### src/design/frt_pkg.sv
// Shared types and constants of the fragment reassembly tracker.
// No dependencies; imported by frt_pts and fragment_reassembly_tracker.
package frt_pkg;

    // Header kind that marks a point fragment (ASCII 'P').
    localparam logic [7:0] KIND_POINTS = 8'd80;

    // Field widths fixed by the header format.
    localparam int CID_W   = 32;
    localparam int PTS_W   = 24;
    localparam int BYTES_W = 16;
    localparam int PLEN_W  = 16;

    // Result status codes.
    typedef logic [2:0] t_status;
    localparam t_status ST_OK           = 3'd0;
    localparam t_status ST_MALFORMED    = 3'd1;
    localparam t_status ST_PARTIAL      = 3'd2;
    localparam t_status ST_TOO_MANY     = 3'd3;
    localparam t_status ST_STALE        = 3'd4;
    localparam t_status ST_NO_SLOT      = 3'd5;
    localparam t_status ST_INCONSISTENT = 3'd6;
    localparam t_status ST_OVERFLOW     = 3'd7;

    // Configuration register indexes (taken from paddr bit 2).
    localparam logic REG_MAX_POINTS  = 1'b0;
    localparam logic REG_MAX_PKT_LEN = 1'b1;

    // One slot entry as kept in the slot memory.
    typedef struct packed {
        logic [PTS_W-1:0] total;
        logic [PTS_W-1:0] received;
    } t_slot_entry;

    // Point count of a fragment and its partial-point flag.
    typedef struct packed {
        logic [BYTES_W-1:0] pts;
        logic               partial;
    } t_pts_res;

endpackage

### src/design/fragment_reassembly_tracker.sv
// Fragment reassembly tracker top level: header checks, slot lookup, eviction, completion.
// Depends on frt_pkg, frt_ram (slot totals and counts) and frt_pts (point count).
//
//  Port group         | Direction | Handshake                    | Contents
//  -------------------+-----------+------------------------------+---------------------------
//  Fragment header    | in        | start, busy                  | kind, id, lengths, bytes
//  Result             | out       | o_valid (one-cycle strobe)   | status, slot, evict, done
//  Configuration APB  | in/out    | psel, penable, pwrite, pready| max_points, max_packet_len
//
// A header is taken when start is high and busy is low; busy then stays high until
// the result strobe. Headers rejected by the header checks end after the lookup state,
// inconsistent or overflowing fragments after the read-modify-write, and an accepted
// fragment after the completion search; a full table first adds the lowest-id search.
// Both the eviction search and the completion search walk the slot ids one per cycle.
// Reset clears all slots at once; the slot memory needs no clearing pass.
// The receiver cannot stall, so every result is shown for exactly one cycle.
module fragment_reassembly_tracker #(
    parameter int SLOTS       = 4,
    parameter int POINT_BYTES = 16
) (
    input  logic                    i_clk,
    input  logic                    i_rst_n,
    // Fragment header transaction
    input  logic                    start,
    output logic                    busy,
    input  logic [7:0]              i_kind_byte,
    input  logic [31:0]             i_cloud_id,
    input  logic [15:0]             i_packet_length,
    input  logic [31:0]             i_total_length,
    input  logic [15:0]             i_payload_bytes,
    // Result transaction
    output logic                    o_valid,
    output frt_pkg::t_status        o_status,
    output logic [1:0]              o_slot_used,
    output logic                    o_evict_valid,
    output logic [31:0]             o_evict_cloud,
    output logic [23:0]             o_evict_points,
    output logic                    o_done_valid,
    output logic [31:0]             o_done_cloud,
    output logic [1:0]              o_done_slot,
    // Configuration port
    input  logic                    psel,
    input  logic                    penable,
    input  logic                    pwrite,
    input  logic [2:0]              paddr,
    input  logic [31:0]             pwdata,
    output logic [31:0]             prdata,
    output logic                    pready
);
    import frt_pkg::*;

    localparam int SLOT_W = $clog2(SLOTS);
    localparam logic [SLOT_W-1:0] LAST_SLOT = SLOT_W'(SLOTS - 1);

    localparam logic [3:0] S_IDLE  = 4'd0;
    localparam logic [3:0] S_PTS   = 4'd1;
    localparam logic [3:0] S_LOOK  = 4'd2;
    localparam logic [3:0] S_MIN   = 4'd3;
    localparam logic [3:0] S_EVICT = 4'd4;
    localparam logic [3:0] S_RD    = 4'd5;
    localparam logic [3:0] S_RMW   = 4'd6;
    localparam logic [3:0] S_DONE  = 4'd7;
    localparam logic [3:0] S_FIN   = 4'd8;

    // Control state
    logic [3:0]        r_state, n_state;
    logic [CID_W-1:0]  r_cloud [SLOTS];
    logic [CID_W-1:0]  n_cloud [SLOTS];
    logic              r_full  [SLOTS];
    logic              n_full  [SLOTS];
    logic [CID_W-1:0]  r_last, n_last;
    logic              r_valid, n_valid;
    logic [PTS_W-1:0]  r_max_points;
    logic [PLEN_W-1:0] r_max_pkt;

    // Working registers of the transaction
    logic [SLOT_W-1:0] r_idx, n_idx;
    logic [CID_W-1:0]  r_cid;
    logic [PTS_W-1:0]  r_total;
    logic              r_bad_hdr;
    logic [SLOT_W-1:0] r_slot, n_slot;
    logic              r_fresh, n_fresh;
    logic [CID_W-1:0]  r_min, n_min;
    logic [SLOT_W-1:0] r_old, n_old;
    logic              r_ev, n_ev;
    logic [CID_W-1:0]  r_evc, n_evc;
    logic [PTS_W-1:0]  r_evp, n_evp;
    logic [CID_W-1:0]  r_best, n_best;
    logic              r_dfound, n_dfound;
    logic [SLOT_W-1:0] r_dslot, n_dslot;

    // Result registers
    t_status           r_status, n_status;
    logic [1:0]        r_slot_used, n_slot_used;
    logic              r_evict_valid, n_evict_valid;
    logic [CID_W-1:0]  r_evict_cloud, n_evict_cloud;
    logic [PTS_W-1:0]  r_evict_points, n_evict_points;
    logic              r_done_valid, n_done_valid;
    logic [CID_W-1:0]  r_done_cloud, n_done_cloud;
    logic [1:0]        r_done_slot, n_done_slot;

    // Datapath signals
    logic              accept;
    logic              cfg_wr;
    t_pts_res          pts_res;
    t_slot_entry       ent;
    t_slot_entry       wr_ent;
    logic              ram_we;
    logic              hit, free_found;
    logic [SLOT_W-1:0] hit_idx, free_idx;
    logic [CID_W-1:0]  scan_cloud;
    logic              scan_full;
    logic [PTS_W-1:0]  eff_total;
    logic [PTS_W-1:0]  base_rec;
    logic [PTS_W:0]    sum_rec;
    logic              incons, ovf;

    assign accept = start && !busy;
    assign busy   = (r_state != S_IDLE);
    assign pready = 1'b1;
    assign cfg_wr = psel && penable && pwrite && pready;

    // Configuration registers
    always_ff @(posedge i_clk) begin
        if (!i_rst_n) begin
            r_max_points <= '1;
            r_max_pkt    <= '1;
        end else if (cfg_wr) begin
            unique case (paddr[2])
                REG_MAX_POINTS:  r_max_points <= pwdata[PTS_W-1:0];
                REG_MAX_PKT_LEN: r_max_pkt    <= pwdata[PLEN_W-1:0];
                default: ;
            endcase
        end
    end

    // Configuration read-back
    always_comb begin
        unique case (paddr[2])
            REG_MAX_POINTS:  prdata = 32'(r_max_points);
            REG_MAX_PKT_LEN: prdata = 32'(r_max_pkt);
            default:         prdata = '0;
        endcase
    end

    // Point count unit
    frt_pts #(
        .POINT_BYTES (POINT_BYTES)
    ) u_pts (
        .i_clk   (i_clk),
        .i_load  (accept),
        .i_bytes (i_payload_bytes),
        .o_res   (pts_res)
    );

    // Slot memory: stated total and received count per slot
    frt_ram #(
        .WIDTH ($bits(t_slot_entry)),
        .DEPTH (SLOTS)
    ) u_slot_ram (
        .i_clk   (i_clk),
        .i_we    (ram_we),
        .i_waddr (r_slot),
        .i_wdata (wr_ent),
        .i_raddr (r_slot),
        .o_rdata (ent)
    );

    // Header capture and the malformed check against the limits
    always_ff @(posedge i_clk) begin
        if (accept) begin
            r_cid     <= i_cloud_id;
            r_total   <= i_total_length[PTS_W-1:0];
            r_bad_hdr <= (i_kind_byte != KIND_POINTS) ||
                         (i_total_length > CID_W'(r_max_points)) ||
                         (i_packet_length > r_max_pkt);
        end
    end

    // Parallel id match and free-slot search, lowest index first
    always_comb begin
        hit        = 1'b0;
        hit_idx    = '0;
        free_found = 1'b0;
        free_idx   = '0;
        for (int i = SLOTS - 1; i >= 0; i--) begin
            if (r_cloud[i] == r_cid) begin
                hit     = 1'b1;
                hit_idx = SLOT_W'(i);
            end
            if (r_cloud[i] == '0) begin
                free_found = 1'b1;
                free_idx   = SLOT_W'(i);
            end
        end
    end

    // Sequential scans look at one slot id per cycle.
    assign scan_cloud = r_cloud[r_idx];
    assign scan_full  = r_full[r_idx];

    // Read-modify-write of the slot entry
    always_comb begin
        eff_total = r_fresh ? r_total : ent.total;
        base_rec  = r_fresh ? '0 : ent.received;
        incons    = !r_fresh && (ent.total != r_total);
        sum_rec   = (PTS_W + 1)'(base_rec) + (PTS_W + 1)'(pts_res.pts);
        ovf       = sum_rec > (PTS_W + 1)'(eff_total);
        wr_ent.total    = eff_total;
        wr_ent.received = ovf ? base_rec : sum_rec[PTS_W-1:0];
        ram_we    = (r_state == S_RMW) && !incons;
    end

    // Sequencer and next-state logic
    always_comb begin
        n_state        = r_state;
        n_cloud        = r_cloud;
        n_full         = r_full;
        n_last         = r_last;
        n_valid        = 1'b0;
        n_idx          = r_idx;
        n_slot         = r_slot;
        n_fresh        = r_fresh;
        n_min          = r_min;
        n_old          = r_old;
        n_ev           = r_ev;
        n_evc          = r_evc;
        n_evp          = r_evp;
        n_best         = r_best;
        n_dfound       = r_dfound;
        n_dslot        = r_dslot;
        n_status       = r_status;
        n_slot_used    = r_slot_used;
        n_evict_valid  = r_evict_valid;
        n_evict_cloud  = r_evict_cloud;
        n_evict_points = r_evict_points;
        n_done_valid   = r_done_valid;
        n_done_cloud   = r_done_cloud;
        n_done_slot    = r_done_slot;

        unique case (r_state)
            S_IDLE: begin
                if (accept) begin
                    n_ev    = 1'b0;
                    n_evc   = '0;
                    n_evp   = '0;
                    n_state = S_PTS;
                end
            end

            S_PTS: begin
                n_state = S_LOOK;
            end

            // Early rejects in check order, then pick the slot.
            S_LOOK: begin
                n_slot_used    = '0;
                n_evict_valid  = 1'b0;
                n_evict_cloud  = '0;
                n_evict_points = '0;
                n_done_valid   = 1'b0;
                n_done_cloud   = '0;
                n_done_slot    = '0;
                if (r_bad_hdr) begin
                    n_status = ST_MALFORMED;
                    n_valid  = 1'b1;
                    n_state  = S_IDLE;
                end else if (pts_res.partial) begin
                    n_status = ST_PARTIAL;
                    n_valid  = 1'b1;
                    n_state  = S_IDLE;
                end else if (PTS_W'(pts_res.pts) > r_max_points) begin
                    n_status = ST_TOO_MANY;
                    n_valid  = 1'b1;
                    n_state  = S_IDLE;
                end else if (r_cid <= r_last) begin
                    n_status = ST_STALE;
                    n_valid  = 1'b1;
                    n_state  = S_IDLE;
                end else if (hit) begin
                    n_slot  = hit_idx;
                    n_fresh = 1'b0;
                    n_state = S_RD;
                end else if (free_found) begin
                    n_slot  = free_idx;
                    n_fresh = 1'b1;
                    n_state = S_RD;
                end else begin
                    n_idx   = '0;
                    n_min   = '1;
                    n_old   = '0;
                    n_state = S_MIN;
                end
            end

            // Lowest held id, lowest index on a tie.
            S_MIN: begin
                if (scan_cloud < r_min) begin
                    n_min = scan_cloud;
                    n_old = r_idx;
                end
                if (r_idx == LAST_SLOT) begin
                    n_state = S_EVICT;
                end else begin
                    n_idx = r_idx + SLOT_W'(1);
                end
            end

            // Evict the oldest slot unless the fragment is no newer than it.
            S_EVICT: begin
                if (r_cid <= r_min) begin
                    n_status       = ST_NO_SLOT;
                    n_slot_used    = '0;
                    n_evict_valid  = 1'b0;
                    n_evict_cloud  = '0;
                    n_evict_points = '0;
                    n_done_valid   = 1'b0;
                    n_done_cloud   = '0;
                    n_done_slot    = '0;
                    n_valid        = 1'b1;
                    n_state        = S_IDLE;
                end else begin
                    n_ev    = 1'b1;
                    n_evc   = r_min;
                    n_last  = r_min;
                    n_slot  = r_old;
                    n_fresh = 1'b1;
                    for (int i = 0; i < SLOTS; i++) begin
                        if (r_cloud[i] != '0 && r_cloud[i] <= r_min) begin
                            n_cloud[i] = '0;
                            n_full[i]  = 1'b0;
                        end
                    end
                    n_state = S_RD;
                end
            end

            S_RD: begin
                n_state = S_RMW;
            end

            // Allocate, check consistency and overflow, add the points.
            S_RMW: begin
                if (r_ev) begin
                    n_evp = ent.received;
                end
                if (r_fresh) begin
                    n_cloud[r_slot] = r_cid;
                end
                if (!incons) begin
                    n_full[r_slot] = (wr_ent.received >= eff_total);
                end
                n_evict_valid  = r_ev;
                n_evict_cloud  = r_evc;
                n_evict_points = r_ev ? ent.received : '0;
                n_slot_used    = '0;
                n_done_valid   = 1'b0;
                n_done_cloud   = '0;
                n_done_slot    = '0;
                if (incons) begin
                    n_status = ST_INCONSISTENT;
                    n_valid  = 1'b1;
                    n_state  = S_IDLE;
                end else if (ovf) begin
                    n_status = ST_OVERFLOW;
                    n_valid  = 1'b1;
                    n_state  = S_IDLE;
                end else begin
                    n_idx    = '0;
                    n_best   = r_last;
                    n_dfound = 1'b0;
                    n_dslot  = '0;
                    n_state  = S_DONE;
                end
            end

            // Highest completed id above the last presented one.
            S_DONE: begin
                if (scan_cloud != '0 && scan_cloud > r_best && scan_full) begin
                    n_best   = scan_cloud;
                    n_dslot  = r_idx;
                    n_dfound = 1'b1;
                end
                if (r_idx == LAST_SLOT) begin
                    n_state = S_FIN;
                end else begin
                    n_idx = r_idx + SLOT_W'(1);
                end
            end

            // Present the completed cloud and free everything at or below it.
            S_FIN: begin
                n_status       = ST_OK;
                n_slot_used    = 2'(r_slot);
                n_evict_valid  = r_ev;
                n_evict_cloud  = r_evc;
                n_evict_points = r_evp;
                n_done_valid   = r_dfound;
                n_done_cloud   = r_dfound ? r_best : '0;
                n_done_slot    = r_dfound ? 2'(r_dslot) : '0;
                if (r_dfound) begin
                    n_last = r_best;
                    for (int i = 0; i < SLOTS; i++) begin
                        if (r_cloud[i] != '0 && r_cloud[i] <= r_best) begin
                            n_cloud[i] = '0;
                            n_full[i]  = 1'b0;
                        end
                    end
                end
                n_valid = 1'b1;
                n_state = S_IDLE;
            end

            default: begin
                n_state = S_IDLE;
            end
        endcase
    end

    // Control registers
    always_ff @(posedge i_clk) begin
        if (!i_rst_n) begin
            r_state <= S_IDLE;
            r_last  <= '0;
            r_valid <= 1'b0;
            for (int i = 0; i < SLOTS; i++) begin
                r_cloud[i] <= '0;
                r_full[i]  <= 1'b0;
            end
        end else begin
            r_state <= n_state;
            r_last  <= n_last;
            r_valid <= n_valid;
            r_cloud <= n_cloud;
            r_full  <= n_full;
        end
    end

    // Working and result registers
    always_ff @(posedge i_clk) begin
        r_idx          <= n_idx;
        r_slot         <= n_slot;
        r_fresh        <= n_fresh;
        r_min          <= n_min;
        r_old          <= n_old;
        r_ev           <= n_ev;
        r_evc          <= n_evc;
        r_evp          <= n_evp;
        r_best         <= n_best;
        r_dfound       <= n_dfound;
        r_dslot        <= n_dslot;
        r_status       <= n_status;
        r_slot_used    <= n_slot_used;
        r_evict_valid  <= n_evict_valid;
        r_evict_cloud  <= n_evict_cloud;
        r_evict_points <= n_evict_points;
        r_done_valid   <= n_done_valid;
        r_done_cloud   <= n_done_cloud;
        r_done_slot    <= n_done_slot;
    end

    assign o_valid        = r_valid;
    assign o_status       = r_status;
    assign o_slot_used    = r_slot_used;
    assign o_evict_valid  = r_evict_valid;
    assign o_evict_cloud  = r_evict_cloud;
    assign o_evict_points = r_evict_points;
    assign o_done_valid   = r_done_valid;
    assign o_done_cloud   = r_done_cloud;
    assign o_done_slot    = r_done_slot;

endmodule

### src/design/frt_ram.sv
// Generic single-port-write, single-port-read RAM with registered read data.
// No dependencies; used for the slot memory of the tracker.
module frt_ram #(
    parameter int WIDTH  = 48,
    parameter int DEPTH  = 4,
    parameter int ADDR_W = $clog2(DEPTH)
) (
    input  logic              i_clk,
    input  logic              i_we,
    input  logic [ADDR_W-1:0] i_waddr,
    input  logic [WIDTH-1:0]  i_wdata,
    input  logic [ADDR_W-1:0] i_raddr,
    output logic [WIDTH-1:0]  o_rdata
);

    logic [WIDTH-1:0] r_mem [DEPTH];
    logic [WIDTH-1:0] r_rdata;

    // Write port and registered read port.
    always_ff @(posedge i_clk) begin
        if (i_we) begin
            r_mem[i_waddr] <= i_wdata;
        end
        r_rdata <= r_mem[i_raddr];
    end

    assign o_rdata = r_rdata;

endmodule

### src/design/frt_pts.sv
// Point count unit: payload bytes divided by the point size, with remainder check.
// Depends on frt_pkg; two register stages (reciprocal product, then corrected quotient).
module frt_pts #(
    parameter int POINT_BYTES = 16
) (
    input  logic                   i_clk,
    input  logic                   i_load,
    input  logic [15:0]            i_bytes,
    output frt_pkg::t_pts_res      o_res
);
    import frt_pkg::*;

    localparam int RECIP_SHIFT = 22;
    localparam int RECIP_W     = RECIP_SHIFT + 1;
    localparam int PROD_W      = BYTES_W + RECIP_W;
    localparam int PB_W        = $clog2(POINT_BYTES + 1);
    localparam int REM_W       = PB_W + 1;
    localparam int QPB_W       = BYTES_W + PB_W;
    localparam logic [RECIP_W-1:0] RECIP = RECIP_W'((64'd1 << RECIP_SHIFT) / POINT_BYTES);
    localparam logic [PB_W-1:0]    PB    = PB_W'(POINT_BYTES);

    logic [BYTES_W-1:0] r_bytes;
    logic [PROD_W-1:0]  r_prod;
    t_pts_res           r_res;
    t_pts_res           n_res;
    logic [BYTES_W-1:0] q0;
    logic [QPB_W-1:0]   q0_pb;
    logic [QPB_W-1:0]   diff;
    logic [REM_W-1:0]   rem;
    logic [REM_W-1:0]   rem_fix;

    // Stage one: quotient estimate by reciprocal multiplication.
    always_ff @(posedge i_clk) begin
        if (i_load) begin
            r_bytes <= i_bytes;
            r_prod  <= PROD_W'(i_bytes) * PROD_W'(RECIP);
        end
    end

    // Stage two: the estimate is low by at most one; one compare and subtract fixes it.
    always_comb begin
        q0      = r_prod[RECIP_SHIFT +: BYTES_W];
        q0_pb   = QPB_W'(q0) * QPB_W'(PB);
        diff    = QPB_W'(r_bytes) - q0_pb;
        rem     = diff[REM_W-1:0];
        rem_fix = rem;
        n_res.pts = q0;
        if (rem >= REM_W'(PB)) begin
            rem_fix   = rem - REM_W'(PB);
            n_res.pts = q0 + BYTES_W'(1);
        end
        n_res.partial = (rem_fix != '0);
    end

    always_ff @(posedge i_clk) begin
        r_res <= n_res;
    end

    assign o_res = r_res;

endmodule

### config.mk
export PLATFORM = sky130hd
export DESIGN_NAME = fragment_reassembly_tracker
export DESIGN_NICKNAME = d
export VERILOG_FILES = /design/src/design/frt_pkg.sv /design/src/design/fragment_reassembly_tracker.sv /design/src/design/frt_ram.sv /design/src/design/frt_pts.sv
export SDC_FILE = /design/constraint.sdc
export NUM_CORES = 2
export LEC_CHECK = 0
export BUFFER_PORTS_ARGS = -buffer_cell sky130_fd_sc_hd__buf_2
export CAP_MARGIN = 20
export CORE_MARGIN = 2
export CORE_UTILIZATION = 55
export CTS_BUF_LIST = sky130_fd_sc_hd__clkbuf_16
export CTS_CLUSTER_SIZE = 20
export DETAILED_ROUTE_END_ITERATION = 7
export GPL_TIMING_DRIVEN = 0
export MAX_ROUTING_LAYER = met4
export PLACE_DENSITY = 0.69
export SLEW_MARGIN = 20
export SYNTH_ARGS = -nofsm -noshare
export SYNTH_HDL_FRONTEND = slang
export SYNTH_HIERARCHICAL = 1
export SYNTH_SLANG_ARGS = --single-unit
### constraint.sdc
create_clock -name i_clk -period 14.25 [get_ports i_clk]
set_input_delay 2.85 -clock i_clk [delete_from_list [all_inputs] [get_ports i_clk]]
set_output_delay 2.85 -clock i_clk [all_outputs]
set_load 0.01 [all_outputs]
==> impl_results.md <==
* Fmax at 0.103 GHz
* Num CTS Buffers at 83
* Hold Violations, Final at 0
* Resize count post-CTS at 0
* Cell area after placement at 45,900 um^2
* Setup slack, reg-to-reg at 4.57 ns
* Max-cap viol count at 0
* Crit path time final at 9.68 ns
* Synth unique cells at 92
* Worst IR Drop VDD at 0.116 mV
* Post-DR vias/cell at 6.33
* Antenna-violating nets left at 0
* Crit path DAT at 10.27 ns
* Syn. warnings at 6
* Remaining DRCs at 0
* IO Port Bufs at 257
* DR WL/cell at 28.9 um
* Cells after Synth at 3,803
* Req. time, crit path at 14.84 ns
* Area leader, netlist: edfxtp_1
* Via count at 33.5k
* Power Density at 102 nW/um^2
* Syn_area_per_cell at 11.3 um^2
* Tcrit/Tclk final at 68.0%
* Initial antenna violation count at 5
* Count leader, synth: ha_1
* Hold WC Path Type: reg2reg
* Layout Area Growth over Synthesis at 13.2%
* Dpl hpwl at 119,000 um
* Hold Slack at 0.336 ns
* Clock latency on the worst-skew pair at 0.66 ns
* Final Max Tran Viols at 0
* Crit Path Class: reg2reg
* Register area share after synthesis at 47.0%
* Worst-case reg-to-reg path depth at 33
* Design Power at 4980 uW
* I/O pin total at 277
* Commonest cells in the netlist: 500 x ha_1, 493 x edfxtp_1, 357 x nand2_1
* Nets@finish at 4,824
* Slew margin rel. at 20.0%
* Clock root buffer: clkbuf_16
* Core area at 77,300 um^2
* Clock sink count at 763
* Synth async-reset ratio at 0%
* Crit path capture type: register
* Setup violations, final at 0
* Gr usage total at 38.6%
* Layout cell share with drive strength beyond 1 at 13.7%
* Fill cell count at 6,251
* Setup TNS at 0 ns
* CTS clk-pin slew, worst paths at 0.06 ns
* P_leak at 0.0213 uW
* CTS tree: built
* First-pass DRT Iterations at 6
* Worst Tran Pin Value at 1.20 ns
* Share of the synthesized area in the top cell type at 34.5%
* H-tree depth at 3
* Max clock buf depth at 3
* Final GP Congestion at 1.06
* Gr ovfl total at 0
* Slowest cell delay on critical path at 0.65 ns
* # hold bufs at CTS at 0
* Row count at 102
* Crit path max fanout at 10
* Post-CTS setup buffer count at 0
* Syn Std Cell Area at 43,000 um^2
* Synth area leaders: edfxtp_1 34%, ha_1 15%, dfxtp_1 13%
* Die ar. at 80,400 um^2
* Vias in the first global route at 32.5k
* Initial DRC Count at 3,396
* Die Width at 283 um
* First-pass GRT wire length at 220,000 um
* Number of synthesized flops with an enable pin at 493
* Worst setup SP type: register
* Clk_skew at 0.0350 ns
* Worst Hold Depth at 0
* Starting Density at 55.6%
* Seq cells post-synth at 763
* Slowest cell on the critical path: o21ai_0
* Largest net degree at the start of global routing at 45
* Die H at 283 um
* Final instance area at 48,600 um^2
* Util after Layout at 62.9%
* Status: finished, final reports clean
* Ys flop type: edfxtp_1
* Final WL at 153,000 um
* RSZ-0062 raised after global routing: no
## final timing paths
path                    startpoint               to
setup reg to reg           r_fresh        r_full[1]
setup / recovery           r_fresh        r_full[1]
hold reg to reg   u_pts/r_prod[31]  u_pts/o_res[10]
hold / removal    u_pts/r_prod[31]  u_pts/o_res[10]
## flip-flops by register name (all words and copies together), names as in the netlist, 24 cells and up
signal / flops
u_slot_ram/o_rdata: 48
r_evc: 32
r_cloud: 128
r_best: 32
r_total: 24
r_evp: 24
o_evict_points: 24
u_slot_ram/r_mem: 192
r_min: 32
o_done_cloud: 32
r_max_points: 24
o_evict_cloud: 32
r_last: 32
r_cid: 32
## area by class of cell
class                           instances  area [um^2]  area share, %
Multi-Input combinational cell       2671        21300           43.9
Sequential cell                       763        20200           41.6
Buffer                                177          783           1.61
Timing Repair Buffer                  280         1560           3.20
Inverter                              202          758           1.56
Clock buffer                           84         2100           4.32
Clock inverter                         70          548           1.13
Antenna cell                            6         15.0         0.0309
Tap cell                             1040         1300           2.68
## cells by family (layout without fill, tap and decap cells)
logic type	count (synthesis)	after routing	synth area share [%]
AO/OA/AOI/OAI	719	719	11.7
multiplexers	189	189	6.81
AND/OR/NAND/NOR	1069	1069	12.5
buffers and inverters	379	813	3.59
XOR/XNOR	178	178	3.65
other	3	19	0.0262
flip-flops	763	763	47.0
adder cells (fa/ha/maj)	503	503	14.7
## cells in the final DEF, fill, tap and decap left out, drive strengths merged, types with 59 or more instances in the layout
cell and n:
dfxtp 270, mux4 81, a22o 89, nor4 83, inv 232, edfxtp 493, nor2 174, clkbuf 209
ha 500, a21oi 140, o21ai 129, o211ai 59, mux2i 92, nand4 131, and2 67, nor2b 92
a21o 136, nand2 357, xor2 80, buf 332, xnor2 98
## per-stage QoR
step	std cells	worst slack (ns)
2_1_floorplan	3813	7.28
3_3_place_gp	5110	4.45
3_5_place_dp	5133	4.90
4_1_cts	5287	4.82
5_1_grt	5289	4.11
6_report	5293	4.57
## where the power goes
| group | switching, uW | total [uW] | internal [uW] |
|---|---|---|---|
| clock | 923 | 2110 | 1190 |
| sequential | 37.0 | 2450 | 2420 |
| combinational | 275 | 417 | 143 |
| total | 1230 | 4980 | 3750 |
## per-layer routing
| layer | track usage [%] | part of all wire, % | vias to the layer above |
|---|---|---|---|
| met3 | 7.31 | 8.9 | 433 |
| met5 | - | 0 | - |
| met4 | 22.5 | 6.9 | 0 |
| met2 | 59.8 | 45 | 1762 |
| met1 | 47.5 | 39 | 16256 |
| li1 | - | - | 15033 |
## worst max-delay path: cells and delay by family (launching register included)
family / cells / cell delay, ns
AO/OA/AOI/OAI: 17 / 4.37
buffers and inverters: 5 / 1.60
adder cells (fa/ha/maj): 5 / 1.42
AND/OR/NAND/NOR: 4 / 0.93
flip-flops: 1 / 0.64
multiplexers: 1 / 0.45
XOR/XNOR: 1 / 0.19
(Power assumes the default switching activity.)
